$ cat src/sv/bank_mapper_scanline_irq_core_macros.svh
// assertion macros for the bank mapper core
// used by the top level only, no other dependencies
`ifndef BANK_MAPPER_SCANLINE_IRQ_CORE_MACROS_SVH
`define BANK_MAPPER_SCANLINE_IRQ_CORE_MACROS_SVH

// condition implies consequence in the same cycle
`define BMSI_ASSERT_NOW(label, clk, rst_n, cond, cons) \
    label: assert property (@(posedge clk) disable iff (!rst_n) (cond) |-> (cons)) \
        else $error("bmsi assertion failed");

// condition implies consequence in the next cycle
`define BMSI_ASSERT_NEXT(label, clk, rst_n, cond, cons) \
    label: assert property (@(posedge clk) disable iff (!rst_n) (cond) |=> (cons)) \
        else $error("bmsi assertion failed");

`endif

$ cat src/sv/bmsi_pkg.sv
// shared types and constants of the bank mapper core
// no dependencies
`timescale 1ns / 1ps
`default_nettype none

package bmsi_pkg;

    localparam int NUM_BANK_REGS = 8;
    localparam int BANK_IDX_W    = $clog2(NUM_BANK_REGS);
    localparam int MOD_W         = 11;
    localparam int PAGE_W        = 9;

    // transaction kinds
    localparam logic [2:0] KIND_WRITE = 3'd0;
    localparam logic [2:0] KIND_TICK  = 3'd1;
    localparam logic [2:0] KIND_FRAME = 3'd2;
    localparam logic [2:0] KIND_CPU   = 3'd3;
    localparam logic [2:0] KIND_PPU   = 3'd4;

    // register write decode
    localparam logic [15:0] DEC_MASK     = 16'he001;
    localparam logic [15:0] DEC_MIRROR   = 16'ha000;
    localparam logic [15:0] DEC_IRQ_CNT  = 16'hc000;
    localparam logic [15:0] DEC_IRQ_RLD  = 16'hc001;
    localparam logic [15:0] DEC_IRQ_OFF  = 16'he000;
    localparam logic [15:0] DEC_IRQ_ON   = 16'he001;
    localparam logic [15:0] DEC_BANK_SEL = 16'h8000;
    localparam logic [15:0] DEC_BANK_DAT = 16'h8001;

    localparam logic [7:0]  PAIR_MASK      = 8'hfe;
    localparam logic [8:0]  TICK_LAST_LINE = 9'd239;
    localparam logic [15:0] CPU_ROM_BASE   = 16'h8000;
    localparam logic [15:0] PPU_TOP        = 16'h2000;

    // configuration register indexes
    localparam logic [1:0] CFG_PRG  = 2'd0;
    localparam logic [1:0] CFG_CHR  = 2'd1;
    localparam logic [1:0] CFG_FOUR = 2'd2;

    typedef logic [NUM_BANK_REGS-1:0][7:0] bank_vec_t;

    // entry 7 first
    localparam bank_vec_t BANK_RESET = {8'd1, 8'd0, 8'd7, 8'd6, 8'd5, 8'd4, 8'd2, 8'd0};

    typedef struct packed {
        logic             start;
        logic [7:0]       dividend;
        logic [MOD_W-1:0] divisor;
    } mod_req_t;

    typedef struct packed {
        logic       done;
        logic [7:0] rem;
    } mod_rsp_t;

endpackage

`default_nettype wire

$ cat src/sv/bmsi_mod_unit.sv
// iterative remainder unit, one restoring step per cycle
// depends on bmsi_pkg
`timescale 1ns / 1ps
`default_nettype none

module bmsi_mod_unit
    import bmsi_pkg::*;
(
    input  wire logic     clk,
    input  wire logic     rst_n,
    input  wire mod_req_t req,
    output mod_rsp_t      rsp
);

    logic [MOD_W-1:0] rem_reg, rem_next;
    logic [MOD_W-1:0] div_reg, div_next;
    logic [7:0]       dvd_reg, dvd_next;
    logic [2:0]       cnt_reg, cnt_next;
    logic             run_reg, run_next;
    logic             done_reg, done_next;
    logic [MOD_W:0]   trial;

    // shift in one dividend bit, subtract when it fits
    always_comb
    begin
        rem_next  = rem_reg;
        div_next  = div_reg;
        dvd_next  = dvd_reg;
        cnt_next  = cnt_reg;
        run_next  = run_reg;
        done_next = 1'b0;
        trial     = {rem_reg, dvd_reg[7]};
        if (req.start)
        begin
            rem_next = '0;
            div_next = req.divisor;
            dvd_next = req.dividend;
            cnt_next = '0;
            run_next = 1'b1;
        end
        else if (run_reg)
        begin
            if (trial >= {1'b0, div_reg})
                rem_next = MOD_W'(trial - {1'b0, div_reg});
            else
                rem_next = MOD_W'(trial);
            dvd_next = {dvd_reg[6:0], 1'b0};
            cnt_next = cnt_reg + 3'd1;
            if (cnt_reg == 3'd7)
            begin
                run_next  = 1'b0;
                done_next = 1'b1;
            end
        end
    end

    always_ff @(posedge clk or negedge rst_n)
    begin
        if (!rst_n)
        begin
            run_reg  <= 1'b0;
            done_reg <= 1'b0;
            cnt_reg  <= '0;
        end
        else
        begin
            run_reg  <= run_next;
            done_reg <= done_next;
            cnt_reg  <= cnt_next;
        end
    end

    always_ff @(posedge clk)
    begin
        rem_reg <= rem_next;
        div_reg <= div_next;
        dvd_reg <= dvd_next;
    end

    assign rsp.done = done_reg;
    assign rsp.rem  = rem_reg[7:0];

endmodule

`default_nettype wire

$ cat src/sv/bmsi_page_xlat.sv
// address to page translation for cpu and ppu lookups
// depends on bmsi_pkg
`timescale 1ns / 1ps
`default_nettype none

module bmsi_page_xlat
    import bmsi_pkg::*;
(
    input  wire logic              is_ppu,
    input  wire logic [15:0]       address,
    input  wire logic              prg_swap,
    input  wire logic              chr_swap,
    input  wire logic [7:0]        prg_size,
    input  wire bank_vec_t         banks,
    output logic      [PAGE_W-1:0] page
);

    logic [PAGE_W-1:0]     prg_pages;
    logic [PAGE_W-1:0]     last_page;
    logic [PAGE_W-1:0]     second_page;
    logic [1:0]            cpu_sel;
    logic [2:0]            slot;
    logic [BANK_IDX_W-1:0] rd_idx;
    logic [7:0]            rd_val;

    assign prg_pages   = {prg_size, 1'b0};
    assign last_page   = prg_pages - 9'd1;
    assign second_page = prg_pages - 9'd2;
    assign cpu_sel     = address[14:13];
    assign slot        = address[12:10] ^ {chr_swap, 2'b00};

    // single bank read index
    always_comb
    begin
        if (is_ppu)
        begin
            if (!slot[2])
                rd_idx = {2'b00, slot[1]};
            else
                rd_idx = slot - 3'd2;
        end
        else if (cpu_sel == 2'd1)
            rd_idx = 3'd7;
        else
            rd_idx = 3'd6;
    end

    assign rd_val = banks[rd_idx];

    // page selection
    always_comb
    begin
        page = '0;
        if (is_ppu)
        begin
            if (address < PPU_TOP)
            begin
                if (!slot[2])
                    page = {1'b0, rd_val} + {8'd0, slot[0]};
                else
                    page = {1'b0, rd_val};
            end
        end
        else if (address >= CPU_ROM_BASE)
        begin
            case (cpu_sel)
                2'd0:    page = prg_swap ? second_page : {1'b0, rd_val};
                2'd1:    page = {1'b0, rd_val};
                2'd2:    page = prg_swap ? {1'b0, rd_val} : second_page;
                default: page = last_page;
            endcase
        end
    end

endmodule

`default_nettype wire

$ cat src/sv/bank_mapper_scanline_irq_core.sv
// top level of the bank mapper core: sequencer, mapper state, config port
// depends on bmsi_pkg, bmsi_mod_unit, bmsi_page_xlat and the macros header
`timescale 1ns / 1ps
`default_nettype none
`include "bank_mapper_scanline_irq_core_macros.svh"

// Usage
// A transaction is taken at a rising edge with start high and busy low; kind,
// address, data, scanline and rendering_on are sampled there. Every
// transaction gives one result on page, irq and mirroring, marked by a
// one-cycle done strobe. The receiver cannot stall; the result is gone after
// that cycle, and mirroring shows the current mode at all times.
// Ticks, frame starts, lookups and most register writes pass from accept
// through the execute state to done. A bank data write, unless dropped for a
// zero pattern size, runs its value through the shared remainder unit, one
// restoring step per cycle for the 8 data bits. busy is low again in the
// done cycle, so a new transaction can be taken while the result is shown.
// The APB port (word registers at 0, 4, 8) holds program size, pattern size
// and four-screen mode; write it only while idle.
// Reset is asynchronous, active low, and restores the bank registers to
// their power-on layout and clears counter, irq enable and mirroring.

module bank_mapper_scanline_irq_core
    import bmsi_pkg::*;
(
    input  wire logic              clk,
    input  wire logic              rst_n,
    input  wire logic              start,
    output logic                   busy,
    input  wire logic [2:0]        kind,
    input  wire logic [15:0]       address,
    input  wire logic [7:0]        data,
    input  wire logic [8:0]        scanline,
    input  wire logic              rendering_on,
    output logic                   done,
    output logic      [PAGE_W-1:0] page,
    output logic                   irq,
    output logic                   mirroring,
    input  wire logic              psel,
    input  wire logic              penable,
    input  wire logic              pwrite,
    input  wire logic [3:0]        paddr,
    input  wire logic [31:0]       pwdata,
    output logic      [31:0]       prdata,
    output logic                   pready
);

    localparam logic [1:0] ST_IDLE = 2'd0;
    localparam logic [1:0] ST_EXEC = 2'd1;
    localparam logic [1:0] ST_MOD  = 2'd2;

    logic [1:0]  state_reg, state_next;

    // sampled transaction
    logic [2:0]  kind_reg;
    logic [15:0] addr_reg;
    logic [7:0]  data_reg;
    logic [8:0]  line_reg;
    logic        rend_reg;

    // configuration
    logic [7:0]  prg_size_reg;
    logic [7:0]  chr_size_reg;
    logic        four_reg;

    // mapper state
    bank_vec_t             bank_reg, bank_next;
    logic [BANK_IDX_W-1:0] target_reg, target_next;
    logic                  chr_swap_reg, chr_swap_next;
    logic                  prg_swap_reg, prg_swap_next;
    logic [7:0]            cnt_reg, cnt_next;
    logic [7:0]            reload_reg, reload_next;
    logic                  irq_on_reg, irq_on_next;
    logic                  mirror_reg, mirror_next;

    // result
    logic              done_reg, done_next;
    logic [PAGE_W-1:0] page_reg, page_next;
    logic              irq_reg, irq_next;

    logic              accept;
    logic              cfg_wr;
    logic              finish;
    logic [7:0]        cnt_dec;
    logic [PAGE_W-1:0] xlat_page;
    mod_req_t          mod_req;
    mod_rsp_t          mod_rsp;

    assign accept  = start && !busy;
    assign busy    = (state_reg != ST_IDLE);
    assign cfg_wr  = psel && penable && pwrite && pready;
    assign pready  = 1'b1;
    assign cnt_dec = cnt_reg - 8'd1;

    bmsi_mod_unit u_mod (
        .clk   (clk),
        .rst_n (rst_n),
        .req   (mod_req),
        .rsp   (mod_rsp)
    );

    bmsi_page_xlat u_xlat (
        .is_ppu   (kind_reg == KIND_PPU),
        .address  (addr_reg),
        .prg_swap (prg_swap_reg),
        .chr_swap (chr_swap_reg),
        .prg_size (prg_size_reg),
        .banks    (bank_reg),
        .page     (xlat_page)
    );

    // sequencer and mapper state update
    always_comb
    begin
        state_next       = state_reg;
        bank_next        = bank_reg;
        target_next      = target_reg;
        chr_swap_next    = chr_swap_reg;
        prg_swap_next    = prg_swap_reg;
        cnt_next         = cnt_reg;
        reload_next      = reload_reg;
        irq_on_next      = irq_on_reg;
        mirror_next      = mirror_reg;
        done_next        = 1'b0;
        page_next        = page_reg;
        irq_next         = irq_reg;
        finish           = 1'b0;
        mod_req.start    = 1'b0;
        mod_req.dividend = (target_reg < 3'd2) ? (data_reg & PAIR_MASK) : data_reg;
        mod_req.divisor  = (target_reg[2:1] == 2'b11) ? {2'b00, prg_size_reg, 1'b0}
                                                      : {chr_size_reg, 3'b000};
        case (state_reg)
            ST_IDLE:
            begin
                if (accept)
                    state_next = ST_EXEC;
            end
            ST_EXEC:
            begin
                finish    = 1'b1;
                page_next = '0;
                irq_next  = 1'b0;
                case (kind_reg)
                    KIND_WRITE:
                    begin
                        case (addr_reg & DEC_MASK)
                            DEC_MIRROR:
                            begin
                                if (!four_reg)
                                    mirror_next = data_reg[0];
                            end
                            DEC_IRQ_CNT:  cnt_next    = data_reg;
                            DEC_IRQ_RLD:  reload_next = data_reg;
                            DEC_IRQ_OFF:  irq_on_next = 1'b0;
                            DEC_IRQ_ON:   irq_on_next = 1'b1;
                            DEC_BANK_SEL:
                            begin
                                chr_swap_next = data_reg[7];
                                prg_swap_next = data_reg[6];
                                target_next   = data_reg[2:0];
                            end
                            DEC_BANK_DAT:
                            begin
                                // no pattern rom: pattern bank writes are dropped
                                if (target_reg[2:1] == 2'b11 || chr_size_reg != 8'd0)
                                begin
                                    finish        = 1'b0;
                                    mod_req.start = 1'b1;
                                    state_next    = ST_MOD;
                                end
                            end
                            default: ;
                        endcase
                    end
                    KIND_TICK:
                    begin
                        if (irq_on_reg && line_reg <= TICK_LAST_LINE && rend_reg)
                        begin
                            if (cnt_dec == 8'd0)
                            begin
                                cnt_next = reload_reg;
                                irq_next = 1'b1;
                            end
                            else
                                cnt_next = cnt_dec;
                        end
                    end
                    KIND_FRAME: cnt_next  = reload_reg;
                    KIND_CPU:   page_next = xlat_page;
                    KIND_PPU:   page_next = xlat_page;
                    default: ;
                endcase
                if (finish)
                begin
                    done_next  = 1'b1;
                    state_next = ST_IDLE;
                end
            end
            ST_MOD:
            begin
                if (mod_rsp.done)
                begin
                    bank_next[target_reg] = mod_rsp.rem;
                    done_next             = 1'b1;
                    state_next            = ST_IDLE;
                end
            end
            default: state_next = ST_IDLE;
        endcase
    end

    // control and mapper registers
    always_ff @(posedge clk or negedge rst_n)
    begin
        if (!rst_n)
        begin
            state_reg    <= ST_IDLE;
            bank_reg     <= BANK_RESET;
            target_reg   <= '0;
            chr_swap_reg <= 1'b0;
            prg_swap_reg <= 1'b0;
            cnt_reg      <= '0;
            reload_reg   <= '0;
            irq_on_reg   <= 1'b0;
            mirror_reg   <= 1'b0;
            done_reg     <= 1'b0;
            prg_size_reg <= 8'd2;
            chr_size_reg <= 8'd1;
            four_reg     <= 1'b0;
        end
        else
        begin
            state_reg    <= state_next;
            bank_reg     <= bank_next;
            target_reg   <= target_next;
            chr_swap_reg <= chr_swap_next;
            prg_swap_reg <= prg_swap_next;
            cnt_reg      <= cnt_next;
            reload_reg   <= reload_next;
            irq_on_reg   <= irq_on_next;
            mirror_reg   <= mirror_next;
            done_reg     <= done_next;
            if (cfg_wr)
            begin
                case (paddr[3:2])
                    CFG_PRG:  prg_size_reg <= pwdata[7:0];
                    CFG_CHR:  chr_size_reg <= pwdata[7:0];
                    CFG_FOUR: four_reg     <= pwdata[0];
                    default: ;
                endcase
            end
        end
    end

    // sampled transaction and result payload
    always_ff @(posedge clk)
    begin
        if (accept)
        begin
            kind_reg <= kind;
            addr_reg <= address;
            data_reg <= data;
            line_reg <= scanline;
            rend_reg <= rendering_on;
        end
        page_reg <= page_next;
        irq_reg  <= irq_next;
    end

    // register readback
    always_comb
    begin
        case (paddr[3:2])
            CFG_PRG:  prdata = {24'd0, prg_size_reg};
            CFG_CHR:  prdata = {24'd0, chr_size_reg};
            CFG_FOUR: prdata = {31'd0, four_reg};
            default:  prdata = '0;
        endcase
    end

    assign done      = done_reg;
    assign page      = page_reg;
    assign irq       = irq_reg;
    assign mirroring = mirror_reg;

    // checks
    `BMSI_ASSERT_NEXT(a_accept_busy, clk, rst_n, accept, busy)
    `BMSI_ASSERT_NEXT(a_done_single, clk, rst_n, done, !done)
    `BMSI_ASSERT_NOW(a_done_idle, clk, rst_n, done, !busy)
    `BMSI_ASSERT_NOW(a_mod_in_state, clk, rst_n, mod_rsp.done, state_reg == ST_MOD)

endmodule

`default_nettype wire

$ cat config.mk
export PLATFORM = sky130hd
export DESIGN_NAME = bank_mapper_scanline_irq_core
export DESIGN_NICKNAME = d
export VERILOG_FILES = /design/src/sv/bmsi_pkg.sv /design/src/sv/bmsi_mod_unit.sv /design/src/sv/bmsi_page_xlat.sv /design/src/sv/bank_mapper_scanline_irq_core.sv
export VERILOG_INCLUDE_DIRS = /design/src /design/src/sv
export SDC_FILE = /design/constraint.sdc
export NUM_CORES = 1
export LEC_CHECK = 0
export ABC_CLOCK_PERIOD_IN_PS = 3500
export BUFFER_PORTS_ARGS = -buffer_cell sky130_fd_sc_hd__buf_2
export CAP_MARGIN = 25
export CORE_ASPECT_RATIO = 1.1
export CORE_UTILIZATION = 58
export CTS_BUF_LIST = sky130_fd_sc_hd__clkbuf_8
export DETAILED_ROUTE_END_ITERATION = 12
export PLACE_DENSITY = 0.83
export SETUP_SLACK_MARGIN = 0.02
export SLEW_MARGIN = 20
export SYNTH_ARGS = -nofsm -noshare
export SYNTH_HDL_FRONTEND = slang
export SYNTH_HIERARCHICAL = 1
export SYNTH_SLANG_ARGS = --single-unit
$ cat constraint.sdc
create_clock -name clk -period 3.5 [get_ports clk]
set_input_delay 0.175 -clock clk [delete_from_list [all_inputs] [get_ports clk]]
set_output_delay 0.175 -clock clk [all_outputs]
set_load 0.005 [all_outputs]
After elaboration in Yosys (flattened, before gate mapping). Index checks and enable logic that the tools add are counted.

Flip-flop bits (word level): 189. Input bits: 79. Word-level logic and storage cells: 161.

Add/subtract/negate cells: 7. $lt $le $gt $ge: 8. Eq/ne operators: 26. Multiplexer cells: 53. Bitwise operators: 2. Reductions and logical operators: 30.

Operators with widths (number): 64-bit bitwise mux (1); 9-bit two-way mux (7); 8-bit two-way mux (7); 8-bit one-hot mux with 3 select lines (2); 4-bit equality test (second input constant) (7); 9-bit one-hot mux with 3 select lines (1); 8-bit binary-select mux with 3-bit select (1); 8-bit demux with 3-bit select (1); 1-bit two-way mux (19); 16-bit greater-or-equal comparator (second input constant) (1); 16-bit by 14-bit less-than comparator with 1-bit output (second input constant) (1); 12-bit by 11-bit greater-or-equal comparator with 1-bit output (1); 2-bit two-way mux (6); 3-bit two-way mux (4); 11-bit two-way mux (1); 11-bit subtractor (1); 2-bit AND reduction (5); 8-bit by 1-bit adder with 9-bit output (1); 9-bit by 8-bit <= comparator with 1-bit output (second input constant) (1); 3-bit AND reduction (3); 9-bit by 1-bit subtractor with 9-bit output (second input constant) (1); 9-bit by 2-bit subtractor with 9-bit output (second input constant) (1); 2-bit equality test (second input constant) (4); 8-bit logical NOT (1); other kinds (29) (48).

Longest topological paths before layout. Gate-level depths: netlist of run 1.

Word-level depth: 10. Mapped depth: 17. Mapped depth without buffers: 15.

Hierarchy. The synthesis of run 1 kept the hierarchy.

By module, submodules not included: bank_mapper_scanline_irq_core (times used 1, cells each 446, area each 6471.2 µm², sequential area each 3983.8 µm²); bmsi_mod_unit (times used 1, cells each 202, area each 2057.0 µm², sequential area each 915.9 µm²); bmsi_page_xlat (times used 1, cells each 168, area each 1111.1 µm², sequential area each 0.0 µm²).

Least setup slack after synthesis of run 1. Ideal clock, no wire load.

Kind: register to register. Start point: register kind_reg[1]. End point: register page_reg[6] (netlist: page[6]), data pin. Setup time: 255 ps. Arrival time: 2867 ps. Required time: 3245 ps. Setup slack: 378 ps. Cell stages (with the launch flop): 15. Path buffers: 2. Clock period less this slack: 3122 ps. Cells stage by stage: edfxtp_1 nor2_1 and2_1 buf_2 buf_1 nand2_1 mux2_2 ha_1 ha_1 nand2_1 o21bai_1 nor4_1 xor2_1 o22ai_1 and2_1.

Longest elaborated chain between the ends: 8. Elaborated cells on any way between the ends: 14. Classes of those cells: 1 x add/sub; 2 x eq/ne; 10 x mux; 1 x reduce/logical.

RTL lines: from (decl) (RTL line bank_mapper_scanline_irq_core.sv:55) `logic [2:0] kind_reg;`; from (signal assigned) (RTL line bank_mapper_scanline_irq_core.sv:260) `kind_reg <= kind;`; 3-bit equality test * (RTL line bank_mapper_scanline_irq_core.sv:103) `.is_ppu (kind_reg == KIND_PPU),`; 3-bit two-way mux (RTL line bmsi_page_xlat.sv:35) `if (is_ppu)`; 8-bit binary-select mux with 3-bit select (RTL line bmsi_page_xlat.sv:48) `assign rd_val = banks[rd_idx];`; 8-bit two-way mux (not written as such) (RTL line bmsi_page_xlat.sv:48); 8-bit by 1-bit adder with 9-bit output (tied with other cells) (RTL line bmsi_page_xlat.sv:59) `page = {1'b0, rd_val} + {8'd0, slot[0]};`; 9-bit two-way mux or 9-bit one-hot mux with 3 select lines (tied branches) (RTL line bmsi_page_xlat.sv:58, bmsi_page_xlat.sv:66); 9-bit two-way mux (on tied branches) (RTL line bmsi_page_xlat.sv:56, bmsi_page_xlat.sv:64); 9-bit two-way mux * (RTL line bmsi_page_xlat.sv:54) `if (is_ppu)`; via xlat_page[6] (RTL line bank_mapper_scanline_irq_core.sv:85) `logic [PAGE_W-1:0] xlat_page;`; to (signal assigned) (RTL line bank_mapper_scanline_irq_core.sv:266) `page_reg <= page_next;`; to (decl) (RTL line bank_mapper_scanline_irq_core.sv:78) `logic [PAGE_W-1:0] page_reg, page_next;`.

The timed path passes the listed nets; every way through them passes the cells marked *. The select of a mux whose other input is x is not followed. A chain may end at the register's enable or synchronous reset.

Worst setup path after layout of run 1. Same ends and word-level chain as after synthesis.

==> flow_summary.toml, run 1 <==
[power_and_ir_drop]
p_sw_mw = 2.28
ir_worst_vdd_mv = 0.426
power.density_nw_per_um2 = 601
p_comb_frac = 0.300
p_int_mw = 4.01
clkPwrFrac = 0.221
power_frac_seq = 0.478
p_leak_nw = 4.72
power_switching_share = 0.363

[die]
die_h_um = 135
dieArea_um2 = 16700
coreArea_um2 = 15700
ios = 125
start_util = 0.595
die_w_um = 123
row_count = 48

[finish]
syn2layout_area_growth_pct = 11.9
utilization = 0.666
multiInputGateArea_um2 = 4340
fin_nets = 1007
antenna_cells = 0
final-seq-area_um2 = 4630
drive_gt1_frac = 0.279
largest_reg_flops = 64
num-fill-cells = 1140

[setup_path]
rr_startpoint = "kind_reg[1]$_DFFE_PP_"
slowest_delay_ns = 0.41
reg2reg_slack_ns = 0.35
crit_arrival_ns = 3.38
critPathCaptureType = "register"
required_ns = 3.73
worstSetupStartpoint = "kind_reg[1]$_DFFE_PP_"
crit_path_top_delay_cell = "edfxtp_1"
crit_type = "register to register"
start_kind = "register"
rr_endpoint = "page[6]$_SDFFCE_PN0P_"
crit_fanout = 17
crit_chain = "nor2_1, and2_2, buf_4, nand3_1, o22a_1, a21oi_1, inv_1, ha_1, nand2_1, o21bai_1, nor4_1, xor2_1, o22ai_1, and2_1"
r2r_cells = 14

[timing]
finalClockSkew_ns = 0.00970
fmax_ghz = 0.318
min_period_ns = 3.15
maxSlewViolCount = 0
worst_pin_slew_ns = 0.840
maxSlewHeadroom = 0.436
finalHoldViolations = 0
post-route-period-util = 0.899
rsz0062_at_grt = "no"
setup_tns_ns = 0
setup_violations = 0

[clock_tree]
numCtsBuffers = 17
clock_sinks = 176
clk_latency_ns = 0.47
path_clk_slew_ns = 0.09
cts_buffer_depth = 2
htree_num_levels = 4
cts-root-buf = "clkbuf_8"
cts_tree = "built"

[global_routing]
use_met3 = 0.0593
grt_pass1_vias = 6609
grt-ovfl-total = 0
antenna_found_initial = 0
use_met1 = 0.353
grt_max_degree = 50
track_usage = 0.276
grt_pass1_wl_mm = 34.7
met2_usage = 0.462
grt_most_used_layer = "met2"

[place]
gp_congestion = 0.871
place_hpwl_mm = 14.4
io_buffers = 60

[status]
status = "complete, no violations"

[drt]
wire_per_inst_um = 19.1
dr.pass1.iters = 5
routed-via-count = 6565
wirelength_mm = 21.4
drtIter0Drc = 561
antenna_left = 0
post-route-drc-count = 0
viasPerCell = 5.87

[yosys]
synthCells = 807
avgSynthCellArea_um2 = 11.6
yosys_warnings = 6
synth.cell_area_um2 = 9370

[min_path]
hold_class = "primary input to register"
hold_end = "state_reg[1]$_DFFE_PN0P_"
min_path_cells = 4
hold_start = "start"

[job]
cap_violations = 0
==> routing by layer <==
layer,share of wire,wire length (µm)
met1,0.42,9010
met2,0.50,10800
met3,0.052,1110
met4,0.022,473
met5,0,0
==> area by class of cell <==
type | instances | share of cell area
clock buffer | 17 | 0.0223
clock inverter | 15 | 0.0140
inverter | 27 | 0.00966
multi-input combinational | 570 | 0.414
sequential | 176 | 0.441
tap | 200 | 0.0239
timing repair buffer | 113 | 0.0747
==> per-stage QoR <==
stage | std cells | area (µm²) | power, mW | setup WS, ns | hold WS [ns]
2_1_floorplan | 831 | 9460 | 4.35 | 0.378 | -0.121
3_3_place_gp | 1053 | 9770 | 4.79 | 0.405 | 0.227
3_5_place_dp | 1053 | 9770 | 4.85 | 0.363 | 0.233
4_1_cts | 1118 | 10500 | 6.26 | 0.287 | 0.0829
5_1_grt | 1118 | 10500 | 6.63 | 0.137 | 0.121
6_report | 1118 | 10500 | 6.30 | 0.354 | 0.0975
==> power by group through the flow <==
stage	Combinational (mW)	Sequential [mW]	Clock, mW
floorplan	1.55	2.79	0
global placement	1.77	3.02	0
detailed placement	1.81	3.04	0
CTS	1.86	3.00	1.41
global route	2.08	3.07	1.48
finish	1.89	3.01	1.39
==> worst max-delay path, delay by kind of cell (launching register included) <==
family | cells | cell delay (ns)
adder cells (fa/ha/maj) | 1 | 0.20
AND/OR/NAND/NOR | 6 | 1.00
flip-flops | 1 | 0.41
XOR/XNOR | 1 | 0.17
buffers and inverters | 2 | 0.35
AO/OA/AOI/OAI | 4 | 0.78
==> how the worst max path moves through the flow <==
stage,endpoint,slack [ns],depth (start not counted)
finish,page[6]$_SDFFCE_PN0P_,0.35,14
global route,page[6]$_SDFFCE_PN0P_,0.14,14
CTS,page[6]$_SDFFCE_PN0P_,0.29,14
detailed placement,page[6]$_SDFFCE_PN0P_,0.36,14
global placement,page[6]$_SDFFCE_PN0P_,0.41,14
floorplan,page[6]$_SDFFCE_PN0P_,0.38,14
==> timing repair <==
action                                 CTS  global route
gates resized for setup                  0             1
hold buffers                            33             0
buffers inserted                         0             0
endpoints found under the hold margin   82             0
setup endpoints to repair                0             1
==> placed cells by master (no fill, tap or decap), types with 5 or more instances in the layout <==
| cell type | count |
|---|---|
| nand3_1 | 13 |
| dlygate4sd3_1 | 33 |
| dfstp_2 | 12 |
| and2_1 | 14 |
| nor2b_1 | 8 |
| mux2_2 | 107 |
| clkbuf_8 | 17 |
| dfrtp_1 | 100 |
| nor2_1 | 64 |
| conb_1 | 26 |
| o31ai_1 | 11 |
| xor2_1 | 8 |
| a31oi_1 | 5 |
| inv_1 | 30 |
| ha_1 | 22 |
| edfxtp_1 | 53 |
| o211ai_1 | 8 |
| buf_4 | 21 |
| xnor2_1 | 11 |
| nand2_1 | 49 |
| dfxtp_1 | 11 |
| nand2b_1 | 9 |
| a21oi_1 | 25 |
| o22a_1 | 6 |
| buf_2 | 59 |
| mux2_1 | 7 |
| nor3_1 | 12 |
| mux2i_1 | 38 |
| nand3b_1 | 6 |
| o21ai_0 | 22 |
| o22ai_1 | 13 |
| nor2_2 | 5 |
Power figures use the tool's default switching activity.
==> inputs of run 2 (changes only) <==
--- a/config.mk
+++ b/config.mk
@@ -13,6 +13,7 @@
 export CORE_UTILIZATION = 58
 export CTS_BUF_LIST = sky130_fd_sc_hd__clkbuf_8
 export DETAILED_ROUTE_END_ITERATION = 12
+export HOLD_SLACK_MARGIN = 0.15
 export PLACE_DENSITY = 0.83
 export SETUP_SLACK_MARGIN = 0.02
 export SLEW_MARGIN = 20
==> run 2 against run 1 <==
  * Final cell count is 0.18% higher
  * Critical path type unchanged
  * Clock skew is 0.0032 ns higher
  * Final area is 0.18% higher
  * Sequential power hardly changed
  * Core utilization is 0.12 points higher
  * Register-to-register slack worse by 0.09 ns
  * Flip-flop and latch count stayed put
  * Critical path depth stayed put
  * Worst hold slack better by 0.17 ns
  * Die area stayed put
  * Global-route usage is 0.10 points lower
  * Worst setup slack worse by 0.088 ns
==> flow_summary.toml, run 2 (synthesized netlist as in run 1, its figures left out) <==
[finish]
antenna_cells = 0
fin_cells = 1120
largest_reg_flops = 64
num-fill-cells = 1138
syn2layout_area_growth_pct = 12.1
final_area_um2 = 10500
drive_gt1_frac = 0.277
utilization = 0.668
fin_nets = 1009
final_common_cell = "mux2_2"
layout_common_cells = "mux2_2, dfrtp_1, nor2_1"

[place]
dpl_cell_area_um2 = 9770
gp_congestion = 0.871
io_buffers = 60
place_hpwl_mm = 14.4
dp_cells = 1053

[power_and_ir_drop]
power_frac_seq = 0.479
p_leak_nw = 4.73
p_int_mw = 4.01
clkPwrFrac = 0.222
power.density_nw_per_um2 = 599
p_sw_mw = 2.28
power_switching_share = 0.362
ir_worst_vdd_mv = 0.425
p_comb_frac = 0.299

[die]
die_h_um = 135
start_util = 0.595
ios = 125
dieArea_um2 = 16700
row_count = 48
coreArea_um2 = 15700
die_w_um = 123

[drt]
routed-via-count = 6576
post-route-drc-count = 0
viasPerCell = 5.87
wirelength_mm = 21.3
antenna_left = 0
wire_per_inst_um = 19.0
dr.pass1.iters = 6
drtIter0Drc = 527

[setup_path]
critPathCaptureType = "register"
path_buf_inv = 0
worstSetupStartpoint = "kind_reg[1]$_DFFE_PP_"
start_kind = "register"
crit_chain = "nor2_1, and2_1, o21ai_1, mux2i_1, mux2i_1, mux2_2, ha_1, ha_1, nand2_1, o21bai_1, nor4_1, xor2_1, o22ai_1, and2_1"
crit_type = "register to register"
crit_path_top_delay_cell = "edfxtp_1"
slowest_delay_ns = 0.39
crit_fanout = 8
rr_startpoint = "kind_reg[1]$_DFFE_PP_"
required_ns = 3.73
crit_arrival_ns = 3.46
path_delay_family = "simple AND/OR/NAND/NOR gates"

[timing]
finalHoldViolations = 0
maxSlewHeadroom = 0.427
setup_tns_ns = 0
fmax_ghz = 0.309
maxSlewViolCount = 0
rsz0062_at_grt = "no"
post-route-period-util = 0.924
setup_violations = 0
worst_pin_slew_ns = 0.854
finalClockSkew_ns = 0.0129
min_period_ns = 3.23

[clock_tree]
clk_latency_ns = 0.47
clock_sinks = 176
cts_resized = 0
numCtsBuffers = 17
path_clk_slew_ns = 0.09
cts_buffer_depth = 2
cts-root-buf = "clkbuf_8"
htree_num_levels = 4
cts_tree = "built"

[global_routing]
antenna_found_initial = 0
grt-ovfl-total = 0
track_usage = 0.275
grt_pass1_vias = 6577
grt_pass1_wl_mm = 34.5
grt_max_degree = 50

[status]
status = "complete, no violations"

[job]
cap_violations = 0

[min_path]
hold_class = "primary input to asynchronous set/reset pin"
## run 2: cell types whose count changed in the layout (fill, tap and decap cells not counted), sizes merged
cell	previous run	this run
dlygate4sd3	33	35
## run 2: per-stage QoR
step	total power, mW	setup WS [ns]	hold WS (ns)
global placement	4.79	0.405	0.227
CTS	6.27	0.287	0.216
finish	6.29	0.267	0.269
global route	6.63	0.0395	0.329
floorplan	4.35	0.378	-0.121
detailed placement	4.85	0.363	0.233
## run 2: metal layers
metal / track usage / vias up / part of all wire
li1: - / 3073 / -
met1: 0.355 / 3215 / 0.42
met2: 0.456 / 245 / 0.50
met3: 0.0581 / 43 / 0.058
met4: 0.0977 / 0 / 0.022
met5: 0 / - / 0
## run 2: worst paths after layout
| path | cells after the start | endpoint | slack (ns) |
|---|---|---|---|
| hold / removal | 2 | done$_DFF_PN0_ | 0.27 |
| max in group asynchronous | 3 | bank_reg[34]$_DFFE_PN1P_ | 2.29 |
| min in group clk | 5 | four_reg$_DFFE_PN0P_ | 0.30 |
| setup / recovery | 14 | page[6]$_SDFFCE_PN0P_ | 0.27 |
| hold reg to reg | 2 | u_mod/rem_reg[8]$_SDFFE_PP0P_ | 0.50 |
| setup reg to reg | 14 | page[6]$_SDFFCE_PN0P_ | 0.27 |
## run 2: repair_timing
item                      in CTS  in global routing
hold buffers                  35                  0
buffers inserted               0                  0
hold endpoints to repair      89                  0
## run 2: power groups by stage
stage / clock [mW] / combinational, mW / sequential [mW]
2_1_floorplan: 0 / 1.55 / 2.79
3_3_place_gp: 0 / 1.77 / 3.02
3_5_place_dp: 0 / 1.81 / 3.04
4_1_cts: 1.41 / 1.86 / 3.00
5_1_grt: 1.48 / 2.08 / 3.07
6_report: 1.39 / 1.88 / 3.02
## run 2: layout make-up
class / instances / area, µm² / share of cell area
clock buffer: 17 / 234 / 0.0223
clock inverter: 15 / 146 / 0.0139
inverter: 27 / 101 / 0.00965
multi-input combinational: 570 / 4340 / 0.413
sequential: 176 / 4630 / 0.441
tap: 200 / 250 / 0.0238
timing repair buffer: 115 / 803 / 0.0765
